$ cat src/sv/bbt_pkg.sv
package bbt_pkg;

    localparam int unsigned FRAME_WIDTH  = 208;
    localparam int unsigned FRAME_HEIGHT = 156;
    localparam int unsigned QUEUE_DEPTH  = 4;
    localparam int unsigned QPTR_W       = $clog2(QUEUE_DEPTH);

    localparam logic [14:0] WEIGHT_RED   = 15'd19595;
    localparam logic [15:0] WEIGHT_GREEN = 16'd38469;
    localparam logic [12:0] WEIGHT_BLUE  = 13'd7472;

    localparam logic [7:0] BOX_MIN_INIT  = 8'd210;
    localparam logic [7:0] NEAR_ROW_HIGH = 8'd144;
    localparam logic [7:0] NEAR_ROW_LOW  = 8'd15;
    localparam logic [7:0] NEAR_COL_HIGH = 8'd187;
    localparam logic [7:0] NEAR_COL_LOW  = 8'd70;

    localparam logic [5:0] THRESHOLD_RESET = 6'd23;
    localparam logic [7:0] ROW_LOW_RESET   = 8'd10;
    localparam logic [7:0] ROW_HIGH_RESET  = 8'd149;
    localparam logic [7:0] COL_LOW_RESET   = 8'd64;
    localparam logic [7:0] COL_HIGH_RESET  = 8'd192;

    typedef enum logic [2:0] {
        REG_GRAY_THRESHOLD  = 3'd0,
        REG_WINDOW_ROW_LOW  = 3'd1,
        REG_WINDOW_ROW_HIGH = 3'd2,
        REG_WINDOW_COL_LOW  = 3'd3,
        REG_WINDOW_COL_HIGH = 3'd4
    } cfg_index_t;

    typedef struct packed {
        logic [5:0] gray_threshold;
        logic [7:0] window_row_low;
        logic [7:0] window_row_high;
        logic [7:0] window_col_low;
        logic [7:0] window_col_high;
    } cfg_t;

    // one classified pixel on its way to the box tracker
    typedef struct packed {
        logic       bright;
        logic       track;
        logic       eof;
        logic [7:0] row;
        logic [7:0] col;
    } qentry_t;

    typedef struct packed {
        logic push;
        logic pop;
    } qctl_t;

    typedef struct packed {
        logic full;
        logic valid;
    } qstat_t;

    typedef struct packed {
        logic       bright_mask;
        logic       frame_done;
        logic [7:0] center_row;
        logic [7:0] center_col;
        logic [7:0] box_row_max;
        logic [7:0] box_row_min;
        logic [7:0] box_col_max;
        logic [7:0] box_col_min;
        logic       near_row_high;
        logic       near_row_low;
        logic       near_col_high;
        logic       near_col_low;
    } result_t;

endpackage

$ cat src/sv/bbt_pixel_if.sv
interface bbt_pixel_if;
    logic        valid;
    logic        ready;
    logic [15:0] pixel_rgb565;
    logic        end_of_frame;

    modport source (output valid, output pixel_rgb565, output end_of_frame, input ready);
    modport sink (input valid, input pixel_rgb565, input end_of_frame, output ready);
endinterface

$ cat src/sv/bbt_result_if.sv
interface bbt_result_if;
    logic       valid;
    logic       ready;
    logic       bright_mask;
    logic       frame_done;
    logic [7:0] center_row;
    logic [7:0] center_col;
    logic [7:0] box_row_max;
    logic [7:0] box_row_min;
    logic [7:0] box_col_max;
    logic [7:0] box_col_min;
    logic       near_row_high;
    logic       near_row_low;
    logic       near_col_high;
    logic       near_col_low;

    modport source (
        output valid, output bright_mask, output frame_done,
        output center_row, output center_col,
        output box_row_max, output box_row_min, output box_col_max, output box_col_min,
        output near_row_high, output near_row_low, output near_col_high, output near_col_low,
        input ready
    );
    modport sink (
        input valid, input bright_mask, input frame_done,
        input center_row, input center_col,
        input box_row_max, input box_row_min, input box_col_max, input box_col_min,
        input near_row_high, input near_row_low, input near_col_high, input near_col_low,
        output ready
    );
endinterface

$ cat src/sv/bright_blob_box_tracker.sv
// Bright blob bounding-box tracker.
// pix carries RGB565 pixels in raster order with end_of_frame on the last pixel
// of each frame; res returns one result per pixel: its bright mask bit and, on
// the last pixel, the frame summary (box, midpoint centre, near-edge flags).
// Registers are written through cfg_we / cfg_index / cfg_data, one per cycle;
// the user must write them only while the block is idle; the block itself does
// not enforce it. A taken pixel is written into the queue, then popped into the
// output register that drives res. Throughput: one pixel per clock while the
// queue is not full; gray multiply-add, compare and box update are combinational.
// A four-entry queue between classifier and box tracker, plus the output
// register, absorb stalls: while res.ready is low, pix keeps being taken until
// the queue is full, then pix.ready drops.
// Reset returns the registers to their defaults, the position to row 0
// column 0 and the box to max 0 / min 210; the queue and output come up empty.
module bright_blob_box_tracker (
    input  logic        clk,
    input  logic        rst_n,
    bbt_pixel_if.sink   pix,
    bbt_result_if.source res,
    input  logic        cfg_we,
    input  logic [2:0]  cfg_index,
    input  logic [7:0]  cfg_data
);

    bbt_pkg::cfg_t    cfg_reg;
    bbt_pkg::qctl_t   qctl;
    bbt_pkg::qstat_t  qstat;
    bbt_pkg::qentry_t front_entry;
    bbt_pkg::qentry_t head_entry;
    logic             push;
    logic             pop;

    always_ff @(posedge clk or negedge rst_n)
    begin
        if (!rst_n)
        begin
            cfg_reg.gray_threshold  <= bbt_pkg::THRESHOLD_RESET;
            cfg_reg.window_row_low  <= bbt_pkg::ROW_LOW_RESET;
            cfg_reg.window_row_high <= bbt_pkg::ROW_HIGH_RESET;
            cfg_reg.window_col_low  <= bbt_pkg::COL_LOW_RESET;
            cfg_reg.window_col_high <= bbt_pkg::COL_HIGH_RESET;
        end
        else if (cfg_we)
        begin
            case (bbt_pkg::cfg_index_t'(cfg_index))
                bbt_pkg::REG_GRAY_THRESHOLD:  cfg_reg.gray_threshold  <= cfg_data[5:0];
                bbt_pkg::REG_WINDOW_ROW_LOW:  cfg_reg.window_row_low  <= cfg_data;
                bbt_pkg::REG_WINDOW_ROW_HIGH: cfg_reg.window_row_high <= cfg_data;
                bbt_pkg::REG_WINDOW_COL_LOW:  cfg_reg.window_col_low  <= cfg_data;
                bbt_pkg::REG_WINDOW_COL_HIGH: cfg_reg.window_col_high <= cfg_data;
                default: ;  // drop writes to unused indexes
            endcase
        end
    end

    assign qctl.push = push;
    assign qctl.pop  = pop;

    bbt_front u_front (
        .clk   (clk),
        .rst_n (rst_n),
        .pix   (pix),
        .cfg   (cfg_reg),
        .qstat (qstat),
        .push  (push),
        .entry (front_entry)
    );

    bbt_queue u_queue (
        .clk      (clk),
        .rst_n    (rst_n),
        .ctl      (qctl),
        .wr_entry (front_entry),
        .stat     (qstat),
        .rd_entry (head_entry)
    );

    bbt_back u_back (
        .clk   (clk),
        .rst_n (rst_n),
        .qstat (qstat),
        .head  (head_entry),
        .pop   (pop),
        .res   (res)
    );

endmodule

$ cat src/sv/bbt_front.sv
module bbt_front (
    input  logic               clk,
    input  logic               rst_n,
    bbt_pixel_if.sink          pix,
    input  bbt_pkg::cfg_t      cfg,
    input  bbt_pkg::qstat_t    qstat,
    output logic               push,
    output bbt_pkg::qentry_t   entry
);

    logic [7:0]  row_reg, row_next;
    logic [7:0]  col_reg, col_next;
    logic [4:0]  red, blue;
    logic [5:0]  green;
    logic [21:0] weighted_sum;
    logic [5:0]  gray;
    logic        in_window;
    logic [8:0]  col_inc, row_inc;

    assign pix.ready = !qstat.full;
    assign push      = pix.valid && pix.ready;

    assign red   = pix.pixel_rgb565[15:11];
    assign green = pix.pixel_rgb565[10:5];
    assign blue  = pix.pixel_rgb565[4:0];

    // max sum stays below 2^22
    assign weighted_sum = 22'(red) * 22'(bbt_pkg::WEIGHT_RED)
                        + 22'(green) * 22'(bbt_pkg::WEIGHT_GREEN)
                        + 22'(blue) * 22'(bbt_pkg::WEIGHT_BLUE);
    assign gray = weighted_sum[21:16];

    assign in_window = (row_reg > cfg.window_row_low) && (row_reg < cfg.window_row_high)
                    && (col_reg > cfg.window_col_low) && (col_reg < cfg.window_col_high);

    always_comb
    begin
        entry.bright = (gray >= cfg.gray_threshold);
        entry.track  = entry.bright && in_window;
        entry.eof    = pix.end_of_frame;
        entry.row    = row_reg;
        entry.col    = col_reg;
    end

    assign col_inc = {1'b0, col_reg} + 9'd1;
    assign row_inc = {1'b0, row_reg} + 9'd1;

    always_comb
    begin
        row_next = row_reg;
        col_next = col_reg;
        if (push)
        begin
            if (pix.end_of_frame)
            begin
                row_next = '0;
                col_next = '0;
            end
            else if (col_inc >= 9'(bbt_pkg::FRAME_WIDTH))
            begin
                col_next = '0;
                row_next = (row_inc >= 9'(bbt_pkg::FRAME_HEIGHT)) ? 8'd0 : row_inc[7:0];
            end
            else
            begin
                col_next = col_inc[7:0];
            end
        end
    end

    always_ff @(posedge clk or negedge rst_n)
    begin
        if (!rst_n)
        begin
            row_reg <= '0;
            col_reg <= '0;
        end
        else
        begin
            row_reg <= row_next;
            col_reg <= col_next;
        end
    end

endmodule

$ cat src/sv/bbt_queue.sv
module bbt_queue (
    input  logic               clk,
    input  logic               rst_n,
    input  bbt_pkg::qctl_t     ctl,
    input  bbt_pkg::qentry_t   wr_entry,
    output bbt_pkg::qstat_t    stat,
    output bbt_pkg::qentry_t   rd_entry
);

    localparam int unsigned PW = bbt_pkg::QPTR_W;

    bbt_pkg::qentry_t slot_reg [bbt_pkg::QUEUE_DEPTH];
    logic [PW-1:0]    wr_ptr_reg, rd_ptr_reg;
    logic [PW:0]      count_reg, count_next;

    assign stat.full  = (count_reg == (PW+1)'(bbt_pkg::QUEUE_DEPTH));
    assign stat.valid = (count_reg != '0);
    assign rd_entry   = slot_reg[rd_ptr_reg];

    always_comb
    begin
        count_next = count_reg;
        case ({ctl.push, ctl.pop})
            2'b10:   count_next = count_reg + (PW+1)'(1);
            2'b01:   count_next = count_reg - (PW+1)'(1);
            default: count_next = count_reg;
        endcase
    end

    always_ff @(posedge clk or negedge rst_n)
    begin
        if (!rst_n)
        begin
            wr_ptr_reg <= '0;
            rd_ptr_reg <= '0;
            count_reg  <= '0;
        end
        else
        begin
            if (ctl.push)
                wr_ptr_reg <= wr_ptr_reg + PW'(1);
            if (ctl.pop)
                rd_ptr_reg <= rd_ptr_reg + PW'(1);
            count_reg <= count_next;
        end
    end

    always_ff @(posedge clk)
    begin
        if (ctl.push)
            slot_reg[wr_ptr_reg] <= wr_entry;
    end

endmodule

$ cat src/sv/bbt_back.sv
module bbt_back (
    input  logic               clk,
    input  logic               rst_n,
    input  bbt_pkg::qstat_t    qstat,
    input  bbt_pkg::qentry_t   head,
    output logic               pop,
    bbt_result_if.source       res
);

    logic [7:0] rmax_reg, rmin_reg, cmax_reg, cmin_reg;
    logic [7:0] rmax_next, rmin_next, cmax_next, cmin_next;
    logic [8:0] row_sum, col_sum;
    logic       out_valid_reg;
    bbt_pkg::result_t res_reg, res_next;

    assign pop = qstat.valid && (!out_valid_reg || res.ready);

    // widen the box first: the last pixel of a frame counts towards its own report
    always_comb
    begin
        rmax_next = (head.track && head.row > rmax_reg) ? head.row : rmax_reg;
        rmin_next = (head.track && head.row < rmin_reg) ? head.row : rmin_reg;
        cmax_next = (head.track && head.col > cmax_reg) ? head.col : cmax_reg;
        cmin_next = (head.track && head.col < cmin_reg) ? head.col : cmin_reg;
    end

    assign row_sum = {1'b0, rmax_next} + {1'b0, rmin_next};
    assign col_sum = {1'b0, cmax_next} + {1'b0, cmin_next};

    always_comb
    begin
        res_next             = '0;
        res_next.bright_mask = head.bright;
        if (head.eof)
        begin
            res_next.frame_done    = 1'b1;
            res_next.center_row    = row_sum[8:1];
            res_next.center_col    = col_sum[8:1];
            res_next.box_row_max   = rmax_next;
            res_next.box_row_min   = rmin_next;
            res_next.box_col_max   = cmax_next;
            res_next.box_col_min   = cmin_next;
            res_next.near_row_high = (rmax_next > bbt_pkg::NEAR_ROW_HIGH);
            res_next.near_row_low  = (rmin_next < bbt_pkg::NEAR_ROW_LOW);
            res_next.near_col_high = (cmax_next > bbt_pkg::NEAR_COL_HIGH);
            res_next.near_col_low  = (cmin_next < bbt_pkg::NEAR_COL_LOW);
        end
    end

    always_ff @(posedge clk or negedge rst_n)
    begin
        if (!rst_n)
        begin
            out_valid_reg <= 1'b0;
            rmax_reg      <= '0;
            rmin_reg      <= bbt_pkg::BOX_MIN_INIT;
            cmax_reg      <= '0;
            cmin_reg      <= bbt_pkg::BOX_MIN_INIT;
        end
        else if (pop)
        begin
            out_valid_reg <= 1'b1;
            if (head.eof)
            begin
                rmax_reg <= '0;
                rmin_reg <= bbt_pkg::BOX_MIN_INIT;
                cmax_reg <= '0;
                cmin_reg <= bbt_pkg::BOX_MIN_INIT;
            end
            else
            begin
                rmax_reg <= rmax_next;
                rmin_reg <= rmin_next;
                cmax_reg <= cmax_next;
                cmin_reg <= cmin_next;
            end
        end
        else if (res.ready)
        begin
            out_valid_reg <= 1'b0;
        end
    end

    always_ff @(posedge clk)
    begin
        if (pop)
            res_reg <= res_next;
    end

    assign res.valid         = out_valid_reg;
    assign res.bright_mask   = res_reg.bright_mask;
    assign res.frame_done    = res_reg.frame_done;
    assign res.center_row    = res_reg.center_row;
    assign res.center_col    = res_reg.center_col;
    assign res.box_row_max   = res_reg.box_row_max;
    assign res.box_row_min   = res_reg.box_row_min;
    assign res.box_col_max   = res_reg.box_col_max;
    assign res.box_col_min   = res_reg.box_col_min;
    assign res.near_row_high = res_reg.near_row_high;
    assign res.near_row_low  = res_reg.near_row_low;
    assign res.near_col_high = res_reg.near_col_high;
    assign res.near_col_low  = res_reg.near_col_low;

endmodule
$ cat src/flat_wrapper.sv
// flat-port wrapper written by rule: the top's interface ports become plain ports
module bright_blob_box_tracker_flat 
  (clk, rst_n, cfg_we, cfg_index, cfg_data, pix_valid, pix_pixel_rgb565, pix_end_of_frame, pix_ready, res_valid, res_bright_mask, res_frame_done, res_center_row, res_center_col, res_box_row_max, res_box_row_min, res_box_col_max, res_box_col_min, res_near_row_high, res_near_row_low, res_near_col_high, res_near_col_low, res_ready);
  bbt_pixel_if pix_i ();
  bbt_result_if res_i ();
  input  logic clk;
  input  logic rst_n;
  input  logic cfg_we;
  input  logic [2:0] cfg_index;
  input  logic [7:0] cfg_data;
  input wire logic [$bits(pix_i.valid)-1:0] pix_valid;
  input wire logic [$bits(pix_i.pixel_rgb565)-1:0] pix_pixel_rgb565;
  input wire logic [$bits(pix_i.end_of_frame)-1:0] pix_end_of_frame;
  output wire logic [$bits(pix_i.ready)-1:0] pix_ready;
  output wire logic [$bits(res_i.valid)-1:0] res_valid;
  output wire logic [$bits(res_i.bright_mask)-1:0] res_bright_mask;
  output wire logic [$bits(res_i.frame_done)-1:0] res_frame_done;
  output wire logic [$bits(res_i.center_row)-1:0] res_center_row;
  output wire logic [$bits(res_i.center_col)-1:0] res_center_col;
  output wire logic [$bits(res_i.box_row_max)-1:0] res_box_row_max;
  output wire logic [$bits(res_i.box_row_min)-1:0] res_box_row_min;
  output wire logic [$bits(res_i.box_col_max)-1:0] res_box_col_max;
  output wire logic [$bits(res_i.box_col_min)-1:0] res_box_col_min;
  output wire logic [$bits(res_i.near_row_high)-1:0] res_near_row_high;
  output wire logic [$bits(res_i.near_row_low)-1:0] res_near_row_low;
  output wire logic [$bits(res_i.near_col_high)-1:0] res_near_col_high;
  output wire logic [$bits(res_i.near_col_low)-1:0] res_near_col_low;
  input wire logic [$bits(res_i.ready)-1:0] res_ready;
  assign pix_i.valid = pix_valid;
  assign pix_i.pixel_rgb565 = pix_pixel_rgb565;
  assign pix_i.end_of_frame = pix_end_of_frame;
  assign pix_ready = pix_i.ready;
  assign res_valid = res_i.valid;
  assign res_bright_mask = res_i.bright_mask;
  assign res_frame_done = res_i.frame_done;
  assign res_center_row = res_i.center_row;
  assign res_center_col = res_i.center_col;
  assign res_box_row_max = res_i.box_row_max;
  assign res_box_row_min = res_i.box_row_min;
  assign res_box_col_max = res_i.box_col_max;
  assign res_box_col_min = res_i.box_col_min;
  assign res_near_row_high = res_i.near_row_high;
  assign res_near_row_low = res_i.near_row_low;
  assign res_near_col_high = res_i.near_col_high;
  assign res_near_col_low = res_i.near_col_low;
  assign res_i.ready = res_ready;
  bright_blob_box_tracker u_core (.clk(clk), .rst_n(rst_n), .pix(pix_i), .res(res_i), .cfg_we(cfg_we), .cfg_index(cfg_index), .cfg_data(cfg_data));
endmodule
$ cat config.mk
export PLATFORM = sky130hd
export DESIGN_NAME = bright_blob_box_tracker_flat
export DESIGN_NICKNAME = d
export VERILOG_FILES = /design/src/sv/bbt_pkg.sv /design/src/sv/bbt_pixel_if.sv /design/src/sv/bbt_result_if.sv /design/src/sv/bright_blob_box_tracker.sv /design/src/sv/bbt_front.sv /design/src/sv/bbt_queue.sv /design/src/sv/bbt_back.sv /design/src/flat_wrapper.sv
export SDC_FILE = /design/constraint.sdc
export NUM_CORES = 1
export LEC_CHECK = 0
export ABC_AREA = 1
export BUFFER_PORTS_ARGS = -buffer_cell sky130_fd_sc_hd__buf_2
export CORE_UTILIZATION = 58
export CTS_CLUSTER_DIAMETER = 200
export DETAILED_ROUTE_END_ITERATION = 10
export GPL_TIMING_DRIVEN = 0
export PLACE_DENSITY_LB_ADDON = 0.25
export SLEW_MARGIN = 20
export SYNTH_ARGS = -nofsm -noshare
export SYNTH_HDL_FRONTEND = slang
export SYNTH_SLANG_ARGS = --single-unit
$ cat constraint.sdc
create_clock -name clk -period 12 [get_ports clk]
set_input_delay 3.6 -clock clk [delete_from_list [all_inputs] [get_ports clk]]
set_output_delay 3.6 -clock clk [all_outputs]
set_load 0.01 [all_outputs]
==> reports/qor.txt, run 1 <==
status - completed
post-route ant nets - 0
crit path max-delay cell type - fa_1
hold_buf cts - 0
worst min path class - reg2reg
Max-Cap Viols - 0
first-pass GRT wire length - 49,900 µm
final hold violation count - 0
Port Buffers - 88
share of cells above drive strength 1 - 12.10%
placeable core area - 25,110 µm²
Final nets - 1,936
post-synth top area share - 26.40%
maximum clock insertion buffer count - 3
Inserted Clock Buffers - 24
CP Launch Type - primary input
WP buf/inv - 6
Worst Tran Pin Value - 0.7784 ns
number of global-route vias before repair - 10,470
Worst EP arrival - 10.80 ns
Fmax - 94.73 MHz
Post-Syn Area per Cell - 9.657 µm²
TNS Setup - 0 ns
GP Congestion - 0.8981
Ant. Diodes - 0
CP Capture Type - register
most frequent cells in the layout - 294 x inv_1, 237 x nand2_1, 194 x ha_1, 130 x edfxtp_1, 99 x buf_2
Critical Path Max Stage Delay - 0.57 ns
synthesized flop and latch total - 224
die area - 26,130 µm²
clk slew on worst S/H paths - 0.06 ns
kind of critical path - in2reg
Period Utilization, post-route - 87.97%
flop2flop setup slack - 7.16 ns
WL met3 - 1375 µm
Post-Syn Area - 14,780 µm²
pin count of the biggest net entering global routing - 59
CP delay by family, top - adder cells
commonest non-fill, non-tap cell in the layout - inv_1
total wire length - 30,100 µm
I/O pin cnt - 89
Most common cell on crit path - ha_1
Via-to-Cell Ratio - 5.360
overall routing resource usage - 23.93%
synthesis-to-layout area growth - 12.23%
fin. max-slew vios - 0
worst rel slew slack - 47.86%
Worst Path Required - 12.25 ns
TritonCTS clock tree - yes
Synth Flop Type - edfxtp_1
initial antenna violation count - 0
met1 WL - 13,290 µm
Detail Placement HPWL - 23,510 µm
post-cts gate resize count - 0
Die W - 161.7 µm
Netlist cell types - 53
largest area contributor in the netlist - edfxtp_1
RSZ-0062 raised after global routing - false
Sink Count - 224
TritonRoute pass-1 iters - 5
routed vias - 10,710
Ys Warns - 0
DR top layer - met4
critical path fanouts, max - 5
die height - 161.7 µm
count of final setup violators - 0
Synth async-reset ratio - 41.96%
Starting Density - 58.88%
Tmin final - 10.56 ns
Root Driver - clkbuf_16
top cells by area, synth - edfxtp_1 26%, ha_1 16%, dfrtp_1 12%, fa_1 7.9%, inv_1 7.5%
met2 wire len - 14,600 µm
1st-iter DRT viols - 698
H-Tree Depth - 1
sequential-to-total area share from yosys stat - 42.49%
Synthesized Nets - 1,816
cell row count - 58
worst clock skew - 0.02348 ns
max reg flops - 76
clk_lat worst skew - 0.53 ns
WL/cell - 15.06 µm
DRC viols - 0
GR Overflow Total - 0
Post-synth EDFFs - 130
cell count after synthesis - 1,531
Post-CTS Setup Inserts - 0
-- synthesized netlist by cell type (5+ instances only) --
cell type / count
inv_1: 294
nand2_1: 237
ha_1: 194
edfxtp_1: 130
nor2_1: 95
o21ai_0: 88
a21oi_1: 84
dfrtp_1: 73
fa_1: 58
o22ai_1: 39
nand3_1: 34
xor2_1: 22
dfstp_2: 21
o21ai_1: 16
nand4_1: 14
a32oi_1: 13
clkbuf_1: 13
buf_2: 12
o21a_1: 12
xnor2_1: 11
nand2_2: 9
nor3_1: 8
a211oi_1: 5
or2_2: 5
-- worst register-to-register path, delay by kind of cell, from the launching register on --
family / cells / cell delay, ns
DFF: 1 / 0.48
AOI/OAI and AO/OA: 10 / 1.56
and+or+nand+nor: 7 / 0.57
buffers and inverters: 8 / 1.27
adders and majority gates: 2 / 0.80
-- area by class of cell --
class / instances / area (µm²)
Multi-Input combinational cell: 976 / 7239
Clock buffer: 34 / 699.4
Sequential cell: 224 / 6282
Fill cell: 1995 / 8517
Clock inverter: 10 / 131.4
Tap cell: 330 / 412.9
Timing Repair Buffer: 94 / 550.5
Buffer: 31 / 150.1
Inverter: 300 / 1126
-- cells by family after synthesis --
group / Yosys count / share of synthesized area [%]
buffers and inverters: 331 / 8.607
adders and majority gates: 252 / 24.27
DFF: 224 / 42.49
AOI/OAI and AO/OA: 279 / 10.99
xor gates and xnor gates: 33 / 1.955
and+or+nand+nor: 412 / 11.68
-- layer usage --
metal	global-route usage, %	up-vias
met5	0	-
met4	7.676	0
met1	31.83	5042
li1	-	5331
met3	2.579	63
met2	41.20	278
-- final timing paths --
check,from,to,cells past startpoint
max in group asynchronous,rst_n,u_core.u_back.rmin_reg[1],2
worst max register to register,u_core.u_queue.rd_ptr_reg[1],u_core.u_back.res.center_col[7],27
min in group asynchronous,rst_n,u_core.cfg_reg[35],1
worst min register to register,u_core.cfg_reg[19],u_core.cfg_reg[19],2
worst max-delay path,pix_pixel_rgb565[3],u_core.u_queue.slot_reg[2][17],35
worst min-delay path,u_core.cfg_reg[19],u_core.cfg_reg[19],2
-- per-stage QoR --
stage          util (%)  setup WS, ns  hold WS [ns]  cell area (µm²)  instances
6_report          66.08         1.443        0.4856            16590       1999
5_1_grt           66.08        0.8627        0.4988            16590       1999
3_3_place_gp      62.28         1.093        0.4654            15640       1949
4_1_cts           66.08         1.414        0.4898            16590       1999
3_5_place_dp      62.77        0.9413        0.4683            15760       1955
2_1_floorplan         -         1.964        0.4465            14780       1531
Power of run 1 is left out: the tool's default activity adds up to more than one toggle a clock period on the data nets, which glitch-free logic cannot reach.
==> run 2, diff against run 1 <==
--- a/config.mk
+++ b/config.mk
@@ -7,12 +7,13 @@
 export LEC_CHECK = 0
 export ABC_AREA = 1
 export BUFFER_PORTS_ARGS = -buffer_cell sky130_fd_sc_hd__buf_2
+export CORE_MARGIN = 5
 export CORE_UTILIZATION = 58
 export CTS_CLUSTER_DIAMETER = 200
 export DETAILED_ROUTE_END_ITERATION = 10
 export GPL_TIMING_DRIVEN = 0
 export PLACE_DENSITY_LB_ADDON = 0.25
-export SLEW_MARGIN = 20
+export SLEW_MARGIN = 30
 export SYNTH_ARGS = -nofsm -noshare
 export SYNTH_HDL_FRONTEND = slang
 export SYNTH_SLANG_ARGS = --single-unit
==> constraint.sdc (replaced) <==
create_clock -name clk -period 11.9 [get_ports clk]
set_input_delay 3.57 -clock clk [delete_from_list [all_inputs] [get_ports clk]]
set_output_delay 3.57 -clock clk [all_outputs]
set_load 0.01 [all_outputs]
==> reports/qor.txt, run 2 (synthesis gave the netlist of run 1 again) <==
status - completed
hold_buf cts - 0
pin count of the biggest net entering global routing - 56
routed vias - 10,700
final hold violation count - 0
post-cts gate resize count - 0
Detail Placement HPWL - 24,130 µm
GP Congestion - 0.8822
Critical Path Max Stage Delay - 0.57 ns
Period Utilization, post-route - 89.56%
initial antenna violation count - 0
Ant. Diodes - 0
clk_lat worst skew - 0.52 ns
Port Buffers - 88
max reg flops - 76
Max-Cap Viols - 0
most frequent cells in the layout - 294 x inv_1, 237 x nand2_1, 194 x ha_1, 130 x edfxtp_1, 99 x buf_2
die height - 169.7 µm
placeable core area - 25,110 µm²
CP Capture Type - register
clk slew on worst S/H paths - 0.06 ns
Worst Tran Pin Value - 0.8336 ns
kind of critical path - in2reg
TNS Setup - 0 ns
overall routing resource usage - 22.11%
commonest non-fill, non-tap cell in the layout - inv_1
post-route ant nets - 0
synthesis-to-layout area growth - 12.12%
GR Overflow Total - 0
maximum clock insertion buffer count - 3
H-Tree Depth - 1
critical path fanouts, max - 5
Fmax - 93.83 MHz
count of final setup violators - 0
# fillers - 1,999
worst rel slew slack - 44.43%
Sink Count - 224
Starting Density - 58.88%
met2 wire len - 15,360 µm
total wire length - 31,440 µm
cell row count - 58
TritonRoute pass-1 iters - 5
Root Driver - clkbuf_16
number of global-route vias before repair - 10,950
WL met3 - 1517 µm
WP buf/inv - 6
CP Launch Type - primary input
first-pass GRT wire length - 52,100 µm
worst hold margin - 0.4839 ns
Worst Hold Path Cells - 2
Reg-to-Reg End - u_core.u_back.res.center_col[7]
Final nets - 1,934
die area - 28,780 µm²
I/O pin cnt - 89
Die W - 169.7 µm
start point of the worst hold path - u_core.cfg_reg[4]
WL/cell - 15.73 µm
1st-iter DRT viols - 520
RSZ-0062 raised after global routing - false
Inst Count DP - 1,951
crit path max-delay cell type - fa_1
Tmin final - 10.66 ns
worst-case hold path end point - u_core.cfg_reg[4]
met1 WL - 13,570 µm
Post-CTS Setup Inserts - 0
Via-to-Cell Ratio - 5.355
CP delay by family, top - adder cells
share of cells above drive strength 1 - 11.86%
DR top layer - met4
worst reg2reg path startpoint - u_core.u_queue.rd_ptr_reg[1]
flop2flop setup slack - 7.15 ns
worst r2r path cells - 27
Post-Layout Cell Count - 1,999
worst min path class - reg2reg
Inserted Clock Buffers - 26
fin. max-slew vios - 0
Worst EP arrival - 10.90 ns
TritonCTS clock tree - yes
Worst Path Required - 12.14 ns
DRC viols - 0
worst clock skew - 0.01521 ns
==> run 2: layout make-up <==
class	instances	area, µm²	area share (%)
inverters	300	1126	6.793
clock buffers	40	744.5	4.491
plain buffers	31	150.1	0.9058
flip-flops and latches	224	6282	37.90
well taps	330	412.9	2.491
repair buffers	90	494.2	2.982
multi-input cells	976	7259	43.80
clock inverters	8	106.4	0.6416
==> run 2: worst max-delay path by stage <==
| stage | startpoint | endpoint | slack (ns) | depth (start not counted) |
|---|---|---|---|---|
| floorplan | pix_pixel_rgb565[3] | u_core.u_queue.slot_reg[0][17] | 1.89 | 36 |
| global placement | pix_pixel_rgb565[3] | u_core.u_queue.slot_reg[2][17] | 0.92 | 37 |
| detailed placement | pix_pixel_rgb565[3] | u_core.u_queue.slot_reg[2][17] | 0.81 | 37 |
| CTS | pix_pixel_rgb565[3] | u_core.u_queue.slot_reg[3][17] | 1.33 | 37 |
| global route | pix_pixel_rgb565[3] | u_core.u_queue.slot_reg[1][17] | 0.69 | 38 |
| finish | pix_pixel_rgb565[3] | u_core.u_queue.slot_reg[0][17] | 1.24 | 37 |
==> run 2: stage by stage <==
| stage | setup WS [ns] | utilization, % | instance area, µm² |
|---|---|---|---|
| 2_1_floorplan | 1.894 | - | 14780 |
| 3_3_place_gp | 0.9163 | 62.28 | 15640 |
| 3_5_place_dp | 0.8078 | 62.63 | 15730 |
| 4_1_cts | 1.330 | 66.02 | 16580 |
| 5_1_grt | 0.6908 | 66.02 | 16580 |
| 6_report | 1.242 | 66.02 | 16580 |
==> run 2: worst min-delay path: cells and delay by family, from the launching register on <==
family	cells	cell delay (ns)
compound gates	1	0.06
simple gates	1	0.05
flops	1	0.34
==> run 2: layer usage <==
| layer | GRT usage (%) | vias up |
|---|---|---|
| li1 | - | 5319 |
| met1 | 28.68 | 5062 |
| met2 | 38.63 | 250 |
| met3 | 3.051 | 73 |
| met4 | 6.965 | 0 |
| met5 | 0 | - |
Power of run 2 is left out for the same reason.
==> run 3, diff against run 2 <==
--- a/config.mk
+++ b/config.mk
@@ -7,9 +7,9 @@
 export LEC_CHECK = 0
 export ABC_AREA = 1
 export BUFFER_PORTS_ARGS = -buffer_cell sky130_fd_sc_hd__buf_2
+export CORE_ASPECT_RATIO = 0.5
 export CORE_MARGIN = 5
 export CORE_UTILIZATION = 58
-export CTS_CLUSTER_DIAMETER = 200
 export DETAILED_ROUTE_END_ITERATION = 10
 export GPL_TIMING_DRIVEN = 0
 export PLACE_DENSITY_LB_ADDON = 0.25
==> reports/qor.txt, run 3 (synthesis gave the netlist of run 1 again) <==
Worst Tran Pin Value - 0.8191 ns
die area - 28,980 µm²
CP Launch Type - primary input
Via-to-Cell Ratio - 5.426
synthesis-to-layout area growth - 11.41%
worst min path class - reg2reg
RSZ-0062 raised after global routing - false
maximum clock insertion buffer count - 3
crit path max-delay cell type - fa_1
multi-input logic area - 7259 µm²
overall routing resource usage - 22.34%
Root Driver - clkbuf_16
Sink Count - 224
TritonRoute pass-1 iters - 5
initial antenna violation count - 0
GP Congestion - 0.9140
1st-iter DRT viols - 694
worst rel slew slack - 45.14%
total wire length - 31,760 µm
cell row count - 41
pin count of the biggest net entering global routing - 55
Inserted Clock Buffers - 21
post-route ant nets - 0
first-pass GRT wire length - 53,250 µm
Register Area - 6282 µm²
worst clock skew - 0.009071 ns
commonest non-fill, non-tap cell in the layout - inv_1
Detail Placement HPWL - 24,520 µm
Final nets - 1,929
I/O pin cnt - 89
clk slew on worst S/H paths - 0.07 ns
Die W - 235.8 µm
hold_buf cts - 0
critical path fanouts, max - 5
Post-CTS Setup Inserts - 0
H-Tree Depth - 1
Port Buffers - 88
clk_lat worst skew - 0.50 ns
share of cells above drive strength 1 - 11.76%
WL/cell - 15.87 µm
routed vias - 10,860
die height - 122.9 µm
CP Capture Type - register
# fillers - 1,982
Max-Cap Viols - 0
flop2flop setup slack - 7.19 ns
placeable core area - 25,140 µm²
post-cts gate resize count - 0
Critical Path Max Stage Delay - 0.57 ns
Period Utilization, post-route - 90.41%
Tmin final - 10.76 ns
TNS Setup - 0 ns
DRC viols - 0
Starting Density - 58.82%
number of global-route vias before repair - 10,990
most frequent cells in the layout - 294 x inv_1, 237 x nand2_1, 194 x ha_1, 130 x edfxtp_1, 99 x buf_2
GR Overflow Total - 0
count of final setup violators - 0
final hold violation count - 0
kind of critical path - in2reg
Ant. Diodes - 0
max reg flops - 76
Worst Path Required - 12.14 ns
fin. max-slew vios - 0
TritonCTS clock tree - yes
Worst EP arrival - 10.99 ns
status - completed
Fmax - 92.95 MHz
run 3: worst paths after layout:
check                                        startpoint                              end  depth (start not counted)
max                                 pix_pixel_rgb565[3]   u_core.u_queue.slot_reg[2][17]                         36
min                                  u_core.cfg_reg[37]               u_core.cfg_reg[37]                          2
max in group asynchronous                         rst_n        u_core.u_back.rmin_reg[7]                          2
min reg2reg                          u_core.cfg_reg[37]               u_core.cfg_reg[37]                          2
min in group asynchronous                         rst_n               u_core.cfg_reg[35]                          1
max reg2reg                u_core.u_queue.rd_ptr_reg[1]  u_core.u_back.res.center_col[7]                         27
run 3: worst max-delay path: cells and delay by family:
kind	cells	cell delay (ns)
fa+ha+maj	10	3.69
compound gates	5	0.76
buf+inv	7	0.73
simple gates	12	1.93
xor+xnor	2	0.33
run 3: cell type report:
type | instances | area share, %
Buffer | 31 | 0.9116
Clock inverter | 13 | 1.056
Inverter | 300 | 6.837
Multi-Input combinational cell | 976 | 44.07
Clock buffer | 24 | 3.320
Sequential cell | 224 | 38.14
Tap cell | 344 | 2.613
Timing Repair Buffer | 90 | 3.046
run 3: per-layer routing:
layer | GRT usage, % | share of wire (%) | vias to the layer above
li1 | - | - | 5316
met1 | 29.03 | 43 | 5212
met2 | 40.85 | 50 | 281
met3 | 2.496 | 4.5 | 54
met4 | 5.725 | 2.3 | 0
met5 | 0 | 0 | -
run 3: metrics by stage:
step	worst slack (ns)	instances	cell area (µm²)	util, %	hold WS, ns
global placement	0.9900	1963	15660	62.28	0.4611
floorplan	1.894	1531	14780	-	0.4465
CTS	1.157	2002	16470	65.53	0.4935
detailed placement	0.7352	1965	15750	62.66	0.4766
global route	0.7147	2002	16470	65.53	0.4985
finish	1.142	2002	16470	65.53	0.4904
Power of run 3 is left out for the same reason.
